## src/hdl/lbpt_pkg.sv

```systemverilog
// Package: shared constants, register map and result type of the LED blink pattern timer.
package lbpt_pkg;

  localparam int unsigned PATTERN_COUNT_DEF = 10;

  localparam int unsigned STEP_DELAY_W    = 16;
  localparam int unsigned PATTERN_PAUSE_W = 8;
  localparam int unsigned BLINK_COUNT_W   = 4;
  localparam int unsigned FAST_ELAPSED_W  = 17;
  localparam int unsigned SLOW_ELAPSED_W  = 18;
  localparam int unsigned POSITION_W      = 8;
  localparam int unsigned LENGTH_W        = 9;

  localparam int unsigned APB_ADDR_W = 3;
  localparam int unsigned APB_DATA_W = 32;

  localparam logic [STEP_DELAY_W-1:0]    STEP_DELAY_RST    = 16'd125;
  localparam logic [PATTERN_PAUSE_W-1:0] PATTERN_PAUSE_RST = 8'd6;

  typedef enum logic {
    REG_STEP_DELAY    = 1'b0,
    REG_PATTERN_PAUSE = 1'b1
  } lbpt_reg_e;

  typedef struct packed {
    logic blink_on;
    logic slow_blink_on;
    logic pattern_on;
    logic changed;
  } lbpt_res_t;

endpackage

```

## src/hdl/led_blink_pattern_timer.sv

```systemverilog
// LED blink pattern timer: tick counters, pattern positions, APB registers and result buffer.
// Results are registered: a tick beat accepted at one edge shows on the outputs after that edge unless out stalls.
// Throughput: one tick beat per cycle while in_stall_o is low; counters and all pattern positions update in one pass.
// A two-entry result buffer (output register plus skid) takes one more beat while out stalls.
// in_stall_o depends on the skid register only, never combinationally on out_stall_i.
// Reset: rst_ni clears counters, flags, positions and buffer valid bits; registers load 125 and 6.
module led_blink_pattern_timer
  import lbpt_pkg::*;
#(
  parameter int unsigned PATTERN_COUNT = PATTERN_COUNT_DEF
) (
  input  logic                       clk_i,
  input  logic                       rst_ni,
  input  logic                       psel,
  input  logic                       penable,
  input  logic                       pwrite,
  input  logic [APB_ADDR_W-1:0]      paddr,
  input  logic [APB_DATA_W-1:0]      pwdata,
  output logic [APB_DATA_W-1:0]      prdata,
  output logic                       pready,
  input  logic                       in_valid_i,
  output logic                       in_stall_o,
  input  logic [BLINK_COUNT_W-1:0]   blink_count_i,
  output logic                       out_valid_o,
  input  logic                       out_stall_i,
  output logic                       blink_on_o,
  output logic                       slow_blink_on_o,
  output logic                       pattern_on_o,
  output logic                       changed_o
);

  logic [STEP_DELAY_W-1:0]    step_delay_q;
  logic [PATTERN_PAUSE_W-1:0] pattern_pause_q;
  logic [FAST_ELAPSED_W-1:0]  fast_elapsed_q, fast_elapsed_d, fast_inc;
  logic [SLOW_ELAPSED_W-1:0]  slow_elapsed_q, slow_elapsed_d, slow_inc;
  logic                       fast_flag_q, fast_flag_d;
  logic                       slow_flag_q, slow_flag_d;
  logic [POSITION_W-1:0]      pos_q [PATTERN_COUNT];
  logic [POSITION_W-1:0]      pos_d [PATTERN_COUNT];
  logic [POSITION_W-1:0]      pos_sel;
  logic                       sel_hit;
  logic                       fast_tgl, slow_tgl;
  logic                       in_acc, cfg_wr;
  lbpt_res_t                  res, out_q, out_d, skid_q, skid_d;
  logic                       out_valid_q, out_valid_d, skid_valid_q, skid_valid_d;

  assign pready = 1'b1;
  assign cfg_wr = psel & penable & pwrite & pready;

  always_comb begin
    unique case (lbpt_reg_e'(paddr[2]))
      REG_STEP_DELAY:    prdata = {{(APB_DATA_W-STEP_DELAY_W){1'b0}}, step_delay_q};
      REG_PATTERN_PAUSE: prdata = {{(APB_DATA_W-PATTERN_PAUSE_W){1'b0}}, pattern_pause_q};
      default:           prdata = '0;
    endcase
  end

  always_ff @(posedge clk_i or negedge rst_ni) begin
    if (!rst_ni) begin
      step_delay_q    <= STEP_DELAY_RST;
      pattern_pause_q <= PATTERN_PAUSE_RST;
    end else if (cfg_wr) begin
      unique case (lbpt_reg_e'(paddr[2]))
        REG_STEP_DELAY:    step_delay_q    <= pwdata[STEP_DELAY_W-1:0];
        REG_PATTERN_PAUSE: pattern_pause_q <= pwdata[PATTERN_PAUSE_W-1:0];
        default: ;
      endcase
    end
  end

  assign in_acc     = in_valid_i & ~skid_valid_q;
  assign in_stall_o = skid_valid_q;

  // tick update
  always_comb begin
    logic [POSITION_W-1:0] nxt;
    logic [LENGTH_W-1:0]   len;
    fast_inc = (fast_elapsed_q == '1) ? fast_elapsed_q : fast_elapsed_q + 1'b1;
    slow_inc = (slow_elapsed_q == '1) ? slow_elapsed_q : slow_elapsed_q + 1'b1;
    fast_tgl = fast_inc >= {step_delay_q, 1'b0};
    slow_tgl = slow_inc >= {step_delay_q, 2'b00};
    fast_elapsed_d = fast_tgl ? '0 : fast_inc;
    slow_elapsed_d = slow_tgl ? '0 : slow_inc;
    fast_flag_d    = fast_flag_q ^ fast_tgl;
    slow_flag_d    = slow_flag_q ^ slow_tgl;
    pos_sel = '0;
    sel_hit = 1'b0;
    for (int i = 0; i < PATTERN_COUNT; i++) begin
      len = LENGTH_W'(2 * (i + 1)) + {1'b0, pattern_pause_q};
      nxt = pos_q[i] + 1'b1;
      if ({1'b0, nxt} >= len) begin
        nxt = '0;
      end
      pos_d[i] = fast_tgl ? nxt : pos_q[i];
      if (blink_count_i == BLINK_COUNT_W'(i + 1)) begin
        pos_sel = pos_d[i];
        sel_hit = 1'b1;
      end
    end
    res.blink_on      = fast_flag_d;
    res.slow_blink_on = slow_flag_d;
    res.pattern_on    = sel_hit & ({1'b0, pos_sel} < {4'b0000, blink_count_i, 1'b0})
                        & ~pos_sel[0];
    res.changed       = fast_tgl | slow_tgl;
  end

  always_ff @(posedge clk_i or negedge rst_ni) begin
    if (!rst_ni) begin
      fast_elapsed_q <= '0;
      slow_elapsed_q <= '0;
      fast_flag_q    <= 1'b0;
      slow_flag_q    <= 1'b0;
      for (int i = 0; i < PATTERN_COUNT; i++) begin
        pos_q[i] <= '0;
      end
    end else if (in_acc) begin
      fast_elapsed_q <= fast_elapsed_d;
      slow_elapsed_q <= slow_elapsed_d;
      fast_flag_q    <= fast_flag_d;
      slow_flag_q    <= slow_flag_d;
      pos_q          <= pos_d;
    end
  end

  // result buffer
  always_comb begin
    out_d        = out_q;
    skid_d       = skid_q;
    out_valid_d  = out_valid_q;
    skid_valid_d = skid_valid_q;
    if (!out_valid_q || !out_stall_i) begin
      if (skid_valid_q) begin
        out_d        = skid_q;
        out_valid_d  = 1'b1;
        skid_valid_d = 1'b0;
      end else begin
        out_d       = res;
        out_valid_d = in_acc;
      end
    end else if (in_acc) begin
      skid_d       = res;
      skid_valid_d = 1'b1;
    end
  end

  always_ff @(posedge clk_i or negedge rst_ni) begin
    if (!rst_ni) begin
      out_valid_q  <= 1'b0;
      skid_valid_q <= 1'b0;
    end else begin
      out_valid_q  <= out_valid_d;
      skid_valid_q <= skid_valid_d;
    end
  end

  always_ff @(posedge clk_i) begin
    out_q  <= out_d;
    skid_q <= skid_d;
  end

  assign out_valid_o     = out_valid_q;
  assign blink_on_o      = out_q.blink_on;
  assign slow_blink_on_o = out_q.slow_blink_on;
  assign pattern_on_o    = out_q.pattern_on;
  assign changed_o       = out_q.changed;

  a_skid_behind_out: assert property (@(posedge clk_i) disable iff (!rst_ni)
    skid_valid_q |-> out_valid_q)
    else $error("skid holds a beat while the output register is empty");

  a_changed_flag: assert property (@(posedge clk_i) disable iff (!rst_ni)
    (in_acc && res.changed) |=>
      (fast_flag_q != $past(fast_flag_q)) || (slow_flag_q != $past(slow_flag_q)))
    else $error("changed beat without a flag toggle");

  a_fast_clear: assert property (@(posedge clk_i) disable iff (!rst_ni)
    (in_acc && fast_tgl) |=> (fast_elapsed_q == '0))
    else $error("fast counter not cleared on toggle");

  a_pattern_range: assert property (@(posedge clk_i) disable iff (!rst_ni)
    res.pattern_on |-> (blink_count_i != '0) &&
                       ({28'd0, blink_count_i} <= 32'(PATTERN_COUNT)))
    else $error("lamp on for a blink count out of range");

endmodule
```

## config.mk

```make
export PLATFORM = sky130hd
export DESIGN_NAME = led_blink_pattern_timer
export DESIGN_NICKNAME = d
export VERILOG_FILES = /design/src/hdl/lbpt_pkg.sv /design/src/hdl/led_blink_pattern_timer.sv
export SDC_FILE = /design/constraint.sdc
export NUM_CORES = 1
export LEC_CHECK = 0
export ABC_AREA = 1
export BUFFER_PORTS_ARGS = -buffer_cell sky130_fd_sc_hd__clkbuf_2
export CORE_MARGIN = 8
export CORE_UTILIZATION = 63
export CTS_CLUSTER_SIZE = 40
export DETAILED_ROUTE_END_ITERATION = 10
export GPL_TIMING_DRIVEN = 0
export PLACE_DENSITY = 0.82
export SLEW_MARGIN = 15
export SYNTH_ARGS = -nofsm -noshare
export SYNTH_HDL_FRONTEND = slang
export SYNTH_SLANG_ARGS = --single-unit
```

## constraint.sdc

```tcl
create_clock -name clk_i -period 6.47 [get_ports clk_i]
set_input_delay 1.294 -clock clk_i [delete_from_list [all_inputs] [get_ports clk_i]]
set_output_delay 1.294 -clock clk_i [all_outputs]
set_load 0.01 [all_outputs]
```

---- Yosys cells after proc, flatten, opt, wreduce, memory -nomap -nowiden ----
Cells that the tools add are included.
word-level totals
  bits in registers ....................... 151
  word-level logic and storage cells ...... 141
  output and inout bits ................... 39
cells by class
  reduce and logical (&&, ||, !) cells .... 7
  bitwise gates (word level) .............. 12
  equality and inequality tests ........... 12
  mux-type cells .......................... 49
  $lt $le $gt $ge ......................... 13
  add/subtract/negate cells ............... 22
operators with widths
  kind                   number
  $mux 8                 30
  $ge 8x9->1             10
  $add 8x1->8 const B    10
  $pmux 32 s2            1
  $add 4x8->9 const A    4
  $mux 18                2
  $mux 17                2
  $add 5x8->9 const A    3
  $add 18x1->18 const B  1
  $add 3x8->9 const A    2
  $eq 18x18->1 const B   1
  $ge 18x18->1           1
  $add 17x1->17 const B  1
  $eq 17x17->1 const B   1
  $ge 17x17->1           1
  $eq 4x3->1 const B     4
  $mux 1                 13
  $eq 4x4->1 const B     3
  $add 2x8->9 const A    1
  $eq 4x2->1 const B     2
  $lt 8x5->1             1
  $reduce_and 2->1       3
  $and 1x1->1            5
  $eq 4x1->1 const B     1
  other kinds (7)        12

---- Longest topological paths before layout ----
Gate-level depths: netlist (run 1).
  word-level depth ........................ 18
  depth in mapped cells ................... 40

---- Worst setup path after synthesis (run 1) ----
Ideal clock, no wire load.
  path kind ............................... reg-to-reg
  start ................................... register fast_elapsed_q[0]
  end ..................................... register skid_q[1] (netlist bit), data pin
  library setup time ...................... 0.255 ns
  cell stages (with the launch flop) ...... 38
  arrival time ............................ 4.620 ns
  buffers on the path ..................... 2
  clock period less this slack ............ 4.874 ns
  path slack .............................. 1.596 ns
  path through ............................ dfrtp_1 ha_1 nand3_1 nor2_1 inv_1 nor3_1 nand2_1 inv_1 nor3_1 inv_1 nor2_1 nand3_1 nor4_1 nand2_1 nor2_1 xor2_1 inv_1 ha_1 [2 not listed] nand2_1 nor2_1 nand3_4 nand3_4 buf_2 buf_2 o21ai_0 a211oi_1 nand4_1 nor3_1 nor2_1 ha_1 nand2_1 inv_1 nand2_1 nand2_1 nand2_1 and2_1
RTL lines
  what                      line                            source
  start: declaration        led_blink_pattern_timer.sv:34   logic [FAST_ELAPSED_W-1:0] fast_elapsed_q, fast_elapsed_d, fast_inc;
  start signal: assignment  led_blink_pattern_timer.sv:117  fast_elapsed_q <= fast_elapsed_d;
  end signal: assignment    led_blink_pattern_timer.sv:158  skid_q <= skid_d;
  end: declaration          led_blink_pattern_timer.sv:44   lbpt_res_t res, out_q, out_d, skid_q, skid_d;

==> out/metrics.yaml, run 1 <==
status: "finished, final reports clean"
wl_um: 43000
worst_pin_slew_ps: 1010
syn_inst: 1911
cts_sinks: 151
antenna_found_initial: 0
cts_buffer_depth: 2
cts_root_buf: "clkbuf_16"
yosysTopAreaCellShare_pct: 25.4
crit_type: "reg2reg"
io_pins: 85
maxCapViolations: 0
hold_viol: 0
layout_common_cells: "425 x nand2_1, 270 x inv_1, 181 x nor2_1, 170 x o21ai_0, 139 x ha_1"
yosys.area_share.xor_xnor_pct: 6.32
layout-drive-gt1-share_pct: 8.14
routed-via-count: 13800
std_cell_rows: 53
area_growth_pct: 10.2
synth_simple_gate_area_share_pct: 27.4
clk_latency_ps: 440
grt_usage_pct: 32.7
start_kind: "register"
yosys_warnings: 0
place.gp.congestion: 0.993
yosys-top-cells-area: "dfrtp_1 25%, ha_1 13%, nand2_1 12%"
postCtsHoldBufs: 0
clk_pin_slew_ps: 70
yosysTopAreaCell: "dfrtp_1"
io_buffers: 48
synth_mux_area_share_pct: 0
antennaDiodeCount: 0
r2r_slack_ps: 240
setup_viol_count_final: 0
drt-initial-drc-count: 1600
dieArea_sq_um: 26000
fin_util_pct: 70.2
async_flop_share_pct: 94.7
setup_ws_ps: 244
via_per_inst: 6.01
min_period_ps: 6230
place_ws_ps: -47.0
synth_edf_count: 8
htree_levels: 4
die_y_um: 161
required_ps: 6670
drt_pass1_iterations: 9
routedWlPerCell_um: 18.8
leakagePower_nw: 7.34
grt_pass1_vias: 12800
synth_compound_area_share_pct: 13.7
fin_worst_skew_ps: 13.9
ant_nets: 0
finalMaxSlewViolations: 0
relSlewSlack_pct: 32.7
worstPathArrival_ps: 6430
powerDensity_nw_per_um2: 373
syn_area_sq_um: 13300
cts_made_buffers: 17
cpMaxStageDelayCell: "dfrtp_1"
critPathCaptureType: "register"
cpPeakStageDelay_ps: 420
crit_top_cell: "nand2_1"
max_freq_mhz: 161
num-nets-final: 2186
syn_area_per_cell_sq_um: 6.97
grt_max_degree: 87
final_cell_count_no_fill: 2289
irDropWorstVdd_mv: 0.190
grt.overflow.total: 0
dp_hpwl_um: 32500
min_path_type: "reg2reg"
core_area_sq_um: 20900
synth_top_family_by_area: "simple AND/OR/NAND/NOR gates"
die_x_um: 161
synthAdderAreaFrac_pct: 13.1
fin_crit_sh_pct: 96.2
final_common_cell: "nand2_1"
ys_seq_area_share_pct: 28.8
synth_seq_cells: 151
synth.distinct_cells: 51
cts_tree: "yes"
cp_max_fo: 10
start_util_pct: 63.7
synth_ff_type: "dfrtp_1"
drc: 0
grt_pass1_wl_um: 67300
dp_cells: 2250
## flip-flops by register name, indices dropped and copies added (netlist names), 4 cells and up
signal and count:
pattern_pause_q 8, pos_q 80, slow_elapsed_q 18, fast_elapsed_q 17, step_delay_q 16, skid_q 4
## worst max-delay path, delay by kind of cell, from the launching register on
family	cells	cell delay, ps
compound gates	3	490
xor+xnor	1	220
fa+ha+maj	3	790
buf+inv	9	1180
flops	1	420
simple gates	23	2850
## logic make-up after synthesis
family / Yosys count
buffers and inverters: 344
xor gates and xnor gates: 96
and+or+nand+nor: 851
AOI/OAI and AO/OA: 328
adders and majority gates: 139
other: 2
DFF: 151
## path summary, 6_finish.rpt
| check | from | endpoint | cells after the start |
|---|---|---|---|
| setup / recovery | fast_elapsed_q[0] | skid_q[1] | 39 |
| hold / removal | pos_q[70] | pos_q[70] | 2 |
| setup reg to reg | fast_elapsed_q[0] | skid_q[1] | 39 |
| hold reg to reg | pos_q[70] | pos_q[70] | 2 |
| max in group asynchronous | rst_ni | step_delay_q[2] | 2 |
| min in group asynchronous | rst_ni | pos_q[26] | 1 |
## power breakdown
part           leakage [nW]  switching, mW  internal, mW
Clock                 0.268          0.468         0.540
Sequential             1.84          0.281          1.22
Combinational          5.23           1.91          1.05
Total                  7.34           2.66          2.81
## layout make-up
class	instances	area [sq um]
Sequential cell	151	3830
Buffer	67	387
Clock buffer	18	429
Timing Repair Buffer	57	337
Multi-Input combinational cell	1431	8160
Inverter	276	1040
Tap cell	275	344
Clock inverter	14	138
Fill cell	1814	6220
## synth_stat cells, types with 8 or more instances
cell        n
nor3_1     51
inv_1     270
nand4_1    63
nand3_1    99
xnor2_1     9
o21ai_1    12
nor2_1    185
xor2_1     87
o211ai_1   25
o22ai_1    17
clkbuf_1   22
dfrtp_1   135
o21ai_0   172
buf_2      15
dfstp_2     8
a21oi_1    69
buf_4      24
edfxtp_1    8
ha_1      139
nand2_1   426
## repair_timing
| action | CTS | global route |
|---|---|---|
| pin swaps | 0 | 6 |
| setup endpoints to repair | 2 | 2 |
| resized for setup | 1 | 18 |
| setup buffers | 0 | 8 |
## layer usage
| metal | global-route usage [%] | wire length (um) | vias to the layer above |
|---|---|---|---|
| met2 | 51.3 | 18900 | 793 |
| met3 | 7.38 | 4570 | 157 |
| met5 | 0 | 0 | - |
| li1 | - | - | 6473 |
| met1 | 42.2 | 17500 | 6337 |
| met4 | 15.2 | 2030 | 0 |
## metrics by stage
stage / hold WS, ps / TNS [ps] / power [mW] / instance area, sq um
final: 492 / 0 / 5.47 / 14700
after global routing: 511 / -34.7 / 5.90 / 14700
after CTS: 491 / 0 / 5.39 / 14600
after detailed placement: 474 / -58.9 / 4.37 / 14000
after global placement: 467 / 0 / 4.27 / 14000
after floorplan: 453 / 0 / 3.58 / 13400
(Power assumes the default switching activity.)
==> inputs of run 2 (changes only) <==
Settings changed: CORE_ASPECT_RATIO from default to 1.4, GPL_ROUTABILITY_DRIVEN from default to 0.
==> run 2 against run 1 <==
  * Total power up 1.3%
  * Fmax grew 1.5%
  * Flip-flop and latch count did not move
  * Clock skew fell by 3.5 ps
  * Critical path type unchanged
  * Critical endpoint unchanged
  * Largest power group unchanged
==> out/metrics.yaml, run 2 (synthesis gave the netlist of run 1 again) <==
status: "finished, final reports clean"
std_cell_rows: 63  # +19%
layout_common_cells: "424 x nand2_1, 270 x inv_1, 182 x nor2_1, 172 x o21ai_0, 139 x ha_1"
seq_power_share_pct: 27.1  # -0.3 points
relSlewSlack_pct: 39.4  # +6.8 points
clk_latency_ps: 440  # about the same
postCtsHoldBufs: 0  # unchanged
drc: 0  # unchanged
cpPeakStageDelay_ps: 400  # -20 ps
critPathCaptureType: "register"
hp-start: "step_delay_q[1]"
worstPathArrival_ps: 6330  # -100 ps
p_int_mw: 2.89  # +2.6%
cts_buffer_depth: 2  # unchanged
io_buffers: 48  # unchanged
r2r_start: "fast_elapsed_q[0]"
grt.met3_usage_pct: 7.38  # about the same
sw_frac_of_total_pct: 47.9  # -0.67 points
finalMaxSlewViolations: 0  # unchanged
hold_viol: 0  # unchanged
fin_crit_sh_pct: 94.8  # -1.4 points
grt_usage_pct: 33.6  # +0.96 points
crit_type: "reg2reg"
cts_tree: "yes"
min_period_ps: 6130  # -92.5 ps
grt_pass1_vias: 13400  # +4.6%
fin_util_pct: 70.0  # -0.23 points
clk_pin_slew_ps: 60  # about the same
combinationalPowerShare_pct: 54.0  # -0.2 points
die_x_um: 139  # -14%
cp_max_fo: 10  # unchanged
grt.overflow.total: 0  # unchanged
cpMaxStageDelayCell: "dfrtp_1"
start_kind: "register"
min_path_type: "reg2reg"
grt_util_met2_pct: 56.2  # +4.9 points
final_common_cell: "nand2_1"
setup_viol_count_final: 0  # unchanged
grtUsageMet1_pct: 35.0  # -7.2 points
cts_made_buffers: 17  # unchanged
die_y_um: 188  # +17%
critPathLaunch: "fast_elapsed_q[0]"
reg_top3: "pos_q (80), slow_elapsed_q (18), fast_elapsed_q (17)"
core_area_sq_um: 21000  # +0.38%
num-nets-final: 2182  # -0.18%
dp_hpwl_um: 33000  # +1.6%
worst_pin_slew_ps: 908  # -101 ps
via_per_inst: 6.09  # +1.3%
routedWlPerCell_um: 19.4  # +3.2%
max_freq_mhz: 163  # +1.5%
fin_worst_skew_ps: 10.4  # -3.50 ps
crit_top_cell: "nand2_1"
finalSetupTns_ps: 0  # unchanged
dieArea_sq_um: 26100  # +0.25%
irDropWorstVdd_mv: 0.240  # +26%
largest_reg_flops: 80  # unchanged
routed-via-count: 13800  # +0.53%
drt_pass1_iterations: 7  # -2
p_clk_share_pct: 19.0  # +0.6 points
area_growth_pct: 10.2  # about the same
io_pins: 85  # unchanged
grt_max_degree: 86  # -1.1%
rsz0062_at_grt: "no"
cts_root_buf: "clkbuf_16"
required_ps: 6660  # about the same
cts_sinks: 151  # unchanged
antenna_found_initial: 0  # unchanged
wl_um: 44000  # +2.4%
layout-drive-gt1-share_pct: 7.96  # -0.18 points
leakagePower_nw: 7.36  # +0.30%
drt-initial-drc-count: 1322  # -17%
powerDensity_nw_per_um2: 378  # +1.3%
regMostFlops: "pos_q"
htree_levels: 4  # unchanged
start_util_pct: 63.5  # -0.24 points
top_usage_layer: "met2"
grt_pass1_wl_um: 68800  # +2.2%
ant_nets: 0  # unchanged
p_sw_mw: 2.66  # about the same
maxCapViolations: 0  # unchanged
[run 2: area by class of cell]
class / instances / area, sq um
multi-input combinational: 1431 / 8170
clock buffer: 18 / 429
tap: 260 / 325
sequential: 151 / 3830
timing repair buffer: 53 / 307
fill: 1774 / 6300
antenna: 1 / 2.50
clock inverter: 14 / 174
buffer: 67 / 397
inverter: 276 / 1040
[run 2: layer usage]
metal	part of all wire, %	vias to the layer above
met5	0	-
met3	8.6	252
met1	35	6367
met2	47	767
li1	-	6447
met4	9.2	0
[run 2: stage by stage]
step	setup slack [ps]	area [sq um]	power, mW	hold slack, ps	cells
3_3_place_gp	59.2	13900	4.24	468	2234
2_1_floorplan	1600	13400	3.58	453	1926
6_report	336	14700	5.54	483	2271
4_1_cts	106	14600	5.43	490	2267
5_1_grt	15.7	14700	5.94	501	2270
3_5_place_dp	0.782	14000	4.37	474	2235
[run 2: worst max-delay path: cells and delay by family (launching register included)]
kind                     cells  cell delay (ps)
AO/OA/AOI/OAI                5             1020
AND/OR/NAND/NOR             21             2680
XOR/XNOR                     1              190
adder cells (fa/ha/maj)      3              790
buffers and inverters        7              760
flip-flops                   1              400
[run 2: worst paths after layout]
path	slack (ps)	end	cells past startpoint
worst min-delay path	480	step_delay_q[1]	2
worst max register to register	340	skid_q[1]	37
min in group asynchronous	840	pos_q[63]	1
worst max-delay path	340	skid_q[1]	37
max in group asynchronous	4780	step_delay_q[6]	2
worst min register to register	480	step_delay_q[1]	2
[run 2: what timing repair did]
action / CTS / global route
buffers inserted: 0 / 4
endpoints found under the setup margin: 2 / 2
pin swaps: 0 / 7
gates resized for setup: 2 / 18
[run 2: power groups by stage]
stage,logic [mW],clock network [mW],registers [mW]
6_report,2.99,1.05,1.50
2_1_floorplan,2.16,0,1.42
3_5_place_dp,2.87,0,1.50
5_1_grt,3.34,1.08,1.52
4_1_cts,2.90,1.04,1.48
3_3_place_gp,2.75,0,1.49
